[src/rtl/core/vlof_ram.sv]
// ============================================================================
// vlof_ram: generic simple dual-port RAM with registered read
// One write port and one read port; read data appears in the cycle after the
// read enable.
// ============================================================================
module vlof_ram #(
    parameter int WIDTH = 8,
    parameter int DEPTH = 16
) (
    input  logic                     clk,
    input  logic                     we,
    input  logic [$clog2(DEPTH)-1:0] waddr,
    input  logic [WIDTH-1:0]         wdata,
    input  logic                     re,
    input  logic [$clog2(DEPTH)-1:0] raddr,
    output logic [WIDTH-1:0]         rdata
);

    logic [WIDTH-1:0] mem [DEPTH];

    always_ff @(posedge clk)
    begin
        if (we)
        begin
            mem[waddr] <= wdata;
        end
        if (re)
        begin
            rdata <= mem[raddr];
        end
    end

endmodule

[config.mk]
export PLATFORM = sky130hd
export DESIGN_NAME = vlof_ram
export DESIGN_NICKNAME = d
export VERILOG_FILES = /design/src/rtl/core/vlof_ram.sv
export SDC_FILE = /design/constraint.sdc
export NUM_CORES = 1
export LEC_CHECK = 0
export BUFFER_PORTS_ARGS = -buffer_cell sky130_fd_sc_hd__buf_2
export CAP_MARGIN = 20
export CORE_ASPECT_RATIO = 0.6
export CORE_MARGIN = 10
export CORE_UTILIZATION = 60
export CTS_CLUSTER_DIAMETER = 50
export DETAILED_ROUTE_END_ITERATION = 8
export MAX_ROUTING_LAYER = met4
export PLACE_DENSITY = 0.78
export SYNTH_ARGS = -nofsm -noshare
export SYNTH_HDL_FRONTEND = slang
export SYNTH_SLANG_ARGS = --single-unit
[constraint.sdc]
create_clock -name clk -period 2.47 [get_ports clk]
set_clock_uncertainty 0.15 [all_clocks]
set_input_delay 0.247 -clock clk [delete_from_list [all_inputs] [get_ports clk]]
set_output_delay 0.247 -clock clk [all_outputs]
set_load 0.01 [all_outputs]
Word-level counts from Yosys, hierarchy flattened

Memories as Yosys holds them, arrays and structs flattened. A register that Yosys moved wholly into a read port is not among the register bits.
Index checks and enable logic that the tools add are counted.

Bits in read-only memories: 0
Word-level logic and storage cells: 3
Memory bits (writable): 128
Memories: 1
Output and inout bits: 8
Input bits: 19
Latch bits: 0
Flip-flop bits (word level): 0

Memories:

| memory | words | bits a word | read ports | clocked after Yosys merged registers in | write ports | line | source |
|---|---|---|---|---|---|---|---|
| mem    | 16    | 8           | 1          | 1                                       | 1           | 19   | `logic [WIDTH-1:0] mem [DEPTH];` |

Multipliers: 0
Shift-type cells: 0
Equal/unequal tests: 0
Add/sub/neg operators: 0
Divide/modulo/power cells: 0
$lt $le $gt $ge: 0
Muxes and demuxes: 2
Reduce and logical (&&, ||, !) cells: 0
Bitwise gates (word level): 0

Operators by type and width:

| cell   | number |
|---|---|
| $mux 1 | 2 |

Depth between registers and ports, before layout

Gate-level depths: netlist of run 1.

Depth after elaboration: 2
Mapped depth: 5
Mapped depth without buffers: 3

Worst setup path before layout of run 1

OpenSTA, ideal clock, no wires.

Path kind: input to register
From: input port waddr[2]
To: memory mem[0][0], enable pin
Data arrival time: 1357 ps
Cell stages on the path: 2
Path buffers: 0
Required time: 1937 ps
Library setup time: 383 ps
Slack: 580 ps
Cells stage by stage: or3b_2 > nor3_1

RTL lines:

| item            | line | source |
|---|---|---|
| start, declared | 12   | `input logic [$clog2(DEPTH)-1:0] waddr,` |
| end, declared   | 19   |  |

Straight into the memory's write port.

==> results.cfg, run 1 <==
[global_routing]
global_router_s_overall_resource_usage_pct = 16.5
initial_antenna_violation_count = 0
met2_usage_pct = 21.4
grt_busiest_layer = met1
grt_pass1_vias = 2589
pin_count_of_the_biggest_net_entering_global_routing = 33
grt_util_met3_pct = 6.43
gr-usage-met1_pct = 23.7
grt_pass1_wl_um = 15400
grt.overflow.total = 0

[power]
total_leakage_power_uw = 0.00206
pwr_cell_area_mw_per_mm2 = 810
peakVddDrop_mv = 0.517

[cts]
clock_network_latency_to_the_later_pin_of_the_worst_skew_pair_ps = 400
numCtsBuffers = 17
cts_setup_buffers = 0
tritoncts = built
cts_max_path_buffers = 2
cts_sinks = 136
clk_root_buffer_cell = clkbuf_16
clock_h_tree_levels = 4
cts_hold_fix_bufs = 0
clk_pin_slew_ps = 50
post_cts_resized = 0

[cells_and_area]
area_occupied_by_multi_input_gates_mm2 = 0.00106
fillers = 506
nets = 302
fin_util_pct = 71.5
final_layout_size_suffix_gt1_share_pct = 28.2
finish.instance_area_mm2 = 0.00607
layout.area.seq_mm2 = 0.00408
num_antenna_cells = 0
areaGrowthSynthToFinish_pct = 16.1

[place]
io_buffer_count = 26
finalWeightedCongestion = 0.745
dpl-instance-area_mm2 = 0.00559
place.detailed.hpwl_um = 6460
pre_cts_slack_ps = 339

[timing]
total_count_of_max_transition_violations_in_the_final_report = 0
layout_worst_path_cycle_share_pct = 67.7
post-route-min-period_ps = 1670
grt_setup_unrepaired = false
tightest_slew_ps = 756
fmax_mhz = 598
setup_ws_ps = 799
setup_viol = 0
slew_headroom_pct = 49.5
tns_ps = 0
hold_viol = 0

[floorplanning]
number_of_primary_i_o_pins = 27
initial_core_util_pct = 61.6
floorplan.rows = 26
die_width_um = 141
core-area_mm2 = 0.00849
die_y_um = 92.3
die_area_mm2 = 0.0130

[route]
drtPass1Iterations = 4
antenna_nets_post_route = 0
drt-wirelength-per-cell_um = 24.2
detailroute.via_count = 2460
route.final.wire_length_um = 9820
avgViaCountPerCell = 6.06
drt_first_iter_violations = 289
detailed_route_drc_error_count = 0

[worst_setup_path]
critical_path.endpoint_type = flop
timing.setup.critical_path_class = primary input to flop
cell_by_cell_listing_of_the_critical_path = buf_2 -> buf_12 -> mux4_1 -> a22oi_1 -> nand2_1
critPathArrivalTime_ps = 1670
cell_at_the_slowest_stage_of_the_critical_path = mux4_1
path_max_fanout = 13
cpPeakStageDelay_ps = 590
timing.critical_path.required_ps = 2470
timing.reg2reg.worst_path_depth = 3
critPathLaunchType = primary input

[synthesis]
synth.yosys.seq_area_share_pct = 78.1
mean_syn_cell_area_um2 = 22.8
netlist_instances = 229
netlist_area_mm2 = 0.00523
synth_top_area_cell = edfxtp_1
synth-seq-cells = 136
synth_top_area_share_pct = 78.1
yosysWarnings = 0
synth_nets = 248
synth_area_leaders = edfxtp_1, mux4_2, mux4_1, a22oi_1, nor2_1
yosys.cell_types.count = 18

[run]
maximum_capacitance_violations = 0

[outcome]
outcome = finished clean

[worst_hold_path]
min_path_type = primary input to flop
hold_critical_path_depth = 1
==> cell families after synthesis <==
kind of cell    count (synthesis)  synth area share (%)
flops                         136                  78.1
simple gates                   35                  3.14
mux                            32                  14.8
compound gates                 16                  2.30
buf+inv                        10                  1.65
==> stage by stage <==
stage	std cells	power [uW]	hold slack [ps]
floorplan	229	2800	196
global placement	376	2900	478
detailed placement	376	2910	488
CTS	406	4950	56.9
global route	406	5090	65.2
finish	406	4910	75.4
==> layout by cell type (no fill, tap or decap), types with 2 or more instances in the layout <==
cell type	Yosys	layout
nor3_1	4	4
buf_4	1	16
mux4_2	18	18
nand2_1	9	9
clkinv_1	0	7
buf_12	0	3
nand2b_1	2	2
nor2_1	13	13
clkbuf_1	0	4
clkbuf_16	0	17
mux4_1	14	14
edfxtp_1	136	136
nand3b_1	2	2
a22oi_1	16	16
buf_2	3	26
clkinv_2	0	2
==> flip-flops by register name, summed over array words and instances, names as in the netlist <==
| register | count |
|---|---|
| mem | 128 |
| rdata | 8 |
==> power by group <==
part / internal, uW / total, uW / switching (uW)
Sequential: 2600 / 2620 / 14.4
Combinational: 104 / 239 / 135
Clock: 1240 / 2060 / 818
==> cell type report <==
class	count	area share [%]
timing repair buffer	45	5.11
sequential	136	67.3
clock inverter	9	0.598
clock buffer	21	7.26
multi-input combinational	83	17.4
tap	112	2.31
==> routing by layer <==
metal / up-vias / part of all wire (%)
met5: - / 0
met4: 0 / 0.70
met3: 7 / 12
met2: 115 / 43
met1: 1258 / 44
li1: 1080 / -
==> synth_stat cells <==
| cell type | n |
|---|---|
| nand3b_1 | 2 |
| nor3_1 | 4 |
| nand2_1 | 9 |
| buf_6 | 3 |
| nand2b_1 | 2 |
| a22oi_1 | 16 |
| nand3_1 | 1 |
| buf_2 | 3 |
| and2b_1 | 1 |
| buf_4 | 1 |
| edfxtp_1 | 136 |
| and2_1 | 1 |
| mux4_2 | 18 |
| nor2_1 | 13 |
| nor2b_1 | 1 |
| mux4_1 | 14 |
| or3b_2 | 1 |
| clkdlybuf4s25_2 | 3 |
==> final timing paths <==
| kind | startpoint | end | slack, ps |
|---|---|---|---|
| max | raddr[0] | rdata[4] | 800 |
| min reg2reg | mem[10][6] | rdata[6] | 600 |
| min | wdata[6] | mem[3][6] | 80 |
| max reg2reg | mem[10][4] | rdata[4] | 800 |
==> worst max-delay path: cells and delay by family <==
kind	cells	cell delay, ps
AO/OA/AOI/OAI	1	290
buffers and inverters	2	460
multiplexers	1	590
AND/OR/NAND/NOR	1	80
No activity file was read; power rests on OpenSTA's default activity.
==> run 2, diff against run 1 <==
--- a/config.mk
+++ b/config.mk
@@ -5,15 +5,16 @@
 export SDC_FILE = /design/constraint.sdc
 export NUM_CORES = 1
 export LEC_CHECK = 0
+export ABC_AREA = 1
 export BUFFER_PORTS_ARGS = -buffer_cell sky130_fd_sc_hd__buf_2
 export CAP_MARGIN = 20
 export CORE_ASPECT_RATIO = 0.6
 export CORE_MARGIN = 10
-export CORE_UTILIZATION = 60
+export CORE_UTILIZATION = 55
 export CTS_CLUSTER_DIAMETER = 50
 export DETAILED_ROUTE_END_ITERATION = 8
 export MAX_ROUTING_LAYER = met4
-export PLACE_DENSITY = 0.78
+export PLACE_DENSITY = 0.75
 export SYNTH_ARGS = -nofsm -noshare
 export SYNTH_HDL_FRONTEND = slang
 export SYNTH_SLANG_ARGS = --single-unit
==> constraint.sdc (replaced) <==
create_clock -name clk -period 1.4 [get_ports clk]
set_clock_uncertainty 0.15 [all_clocks]
set_input_delay 0.14 -clock clk [delete_from_list [all_inputs] [get_ports clk]]
set_output_delay 0.14 -clock clk [all_outputs]
set_load 0.01 [all_outputs]
==> results.cfg, run 2 <==
[route]
route.final.wire_length_um = 13700
drtPass1Iterations = 5
detailed_route_drc_error_count = 0
avgViaCountPerCell = 5.37
antenna_nets_post_route = 0
detailroute.via_count = 4053
drt-wirelength-per-cell_um = 18.2
drt_first_iter_violations = 531

[synthesis]
synth_most_common_cell = nand2_1
synth_top_area_share_pct = 69.8
synth_flop_cell = edfxtp_1
synth-seq-cells = 136
yosysWarnings = 0
synth_area_leaders = edfxtp_1, nand2_1, nand3_1, inv_1, buf_6
synth_top_area_cell = edfxtp_1
synth_enable_flop_cells = 136
asr_flop_ratio_synth_pct = 0
yosys.cell_types.count = 11
netlist_area_mm2 = 0.00585
synthTopCellsByCount = nand2_1, edfxtp_1, inv_1, nand3_1, nor2_1
mean_syn_cell_area_um2 = 10.6
synth_nets = 570
synth.yosys.seq_area_share_pct = 69.8
netlist_instances = 551

[outcome]
outcome = finished clean

[worst_setup_path]
timing.critical_path.required_ps = 1110
cell_at_the_slowest_stage_of_the_critical_path = edfxtp_1
cpPeakStageDelay_ps = 430
timing.critical_path.buf_inv = 1
critPathArrivalTime_ps = 1010
cpLargestDelayFamily = flip-flops
path_max_fanout = 1
critical_path.endpoint_type = output port
critical_path.reg2reg.startpoint = mem[5][5]
timing.setup.critical_path_class = flop to output port
critPathLaunchType = flop
cp-startpoint = rdata[5]
cell_by_cell_listing_of_the_critical_path = buf_2

[power]
pwr_cell_area_mw_per_mm2 = 1390
peakVddDrop_mv = 0.943
total_leakage_power_uw = 0.00298
power_uw = 9530

[global_routing]
global_router_s_overall_resource_usage_pct = 19.1
initial_antenna_violation_count = 0
gr-usage-met1_pct = 26.8
met2_usage_pct = 26.0
grt_pass1_vias = 3877
grt_busiest_layer = met1
grt.overflow.total = 0
pin_count_of_the_biggest_net_entering_global_routing = 39
grt_pass1_wl_um = 21600
grt_util_met3_pct = 4.78

[cells_and_area]
num_antenna_cells = 0
biggestRegsByFlops = mem x128, rdata x8
non_filler_cells_in_the_finished_layout = 755
areaGrowthSynthToFinish_pct = 17.4
most_frequent_cells_in_the_layout = nand2_1, edfxtp_1, inv_1
final_layout_size_suffix_gt1_share_pct = 13.6
regMostFlops = mem
largest_reg_flops = 128
nets = 622
fin_util_pct = 65.4
final_common_cell = nand2_1

[place]
placed_cells_incl_taps = 717
place.detailed.hpwl_um = 8820
finalWeightedCongestion = 0.916
io_buffer_count = 26

[floorplanning]
number_of_primary_i_o_pins = 27
die_width_um = 153
die_area_mm2 = 0.0153
initial_core_util_pct = 55.8
floorplan.rows = 29
die_y_um = 99.9
core-area_mm2 = 0.0105

[timing]
tightest_slew_ps = 622
hold_viol = 0
timing.hold.ws_ps = 7.85
grt_setup_unrepaired = false
total_count_of_max_transition_violations_in_the_final_report = 0
slew_headroom_pct = 58.5
post-route-min-period_ps = 1300
setup_viol = 0
fmax_mhz = 768
layout_worst_path_cycle_share_pct = 93.0

[cts]
clk_pin_slew_ps = 60
clock_network_latency_to_the_later_pin_of_the_worst_skew_pair_ps = 420
cts_setup_buffers = 0
tritoncts = built
clock_h_tree_levels = 4
clk_root_buffer_cell = clkbuf_16
numCtsBuffers = 17
cts_sinks = 136
cts_max_path_buffers = 2

[worst_hold_path]
min_path_type = primary input to flop
hold_path.startpoint = wdata[6]

[run]
maximum_capacitance_violations = 0
[run 2: stage by stage]
step	setup TNS, ps	instance area, um^2	setup WS [ps]
final	0	6860	98.3
after global routing	0	6860	12.6
after CTS	0	6860	82.2
after detailed placement	-609	6220	-125
after global placement	-354	6220	-112
after floorplan	0	5850	159
[run 2: cells by family after synthesis]
logic type | Yosys count | share of synthesized area [%]
flops | 136 | 69.8
buf+inv | 126 | 9.39
simple gates | 289 | 20.8
[run 2: final cells by class]
cell class | count | area, um^2
clock buffer | 17 | 425
clock inverter | 15 | 154
sequential | 136 | 4080
timing repair buffer | 57 | 428
inverter | 102 | 383
multi-input combinational | 289 | 1210
tap | 139 | 174
fill | 787 | 3620
[run 2: final timing paths]
path	endpoint	slack (ps)	cells after the start
min reg2reg	rdata[3]	580	6
max	rdata[5]	100	1
min	mem[14][6]	8	1
max reg2reg	rdata[5]	110	6
[run 2: metal layers]
metal,vias up,wire (um)
met2,241,5730
met1,1893,6340
met5,-,0
met3,30,1440
li1,1889,-
met4,0,223
[run 2: repair_timing]
action	in CTS	in global routing
hold endpoints to repair	88	0
hold buffers	6	0
setup endpoints to repair	0	0
resized for setup	0	0
[run 2: power by group]
| group | switching (uW) | internal (uW) | total, uW |
|---|---|---|---|
| Clock | 1700 | 2620 | 4320 |
| Combinational | 403 | 188 | 591 |
| Sequential | 30.1 | 4590 | 4620 |
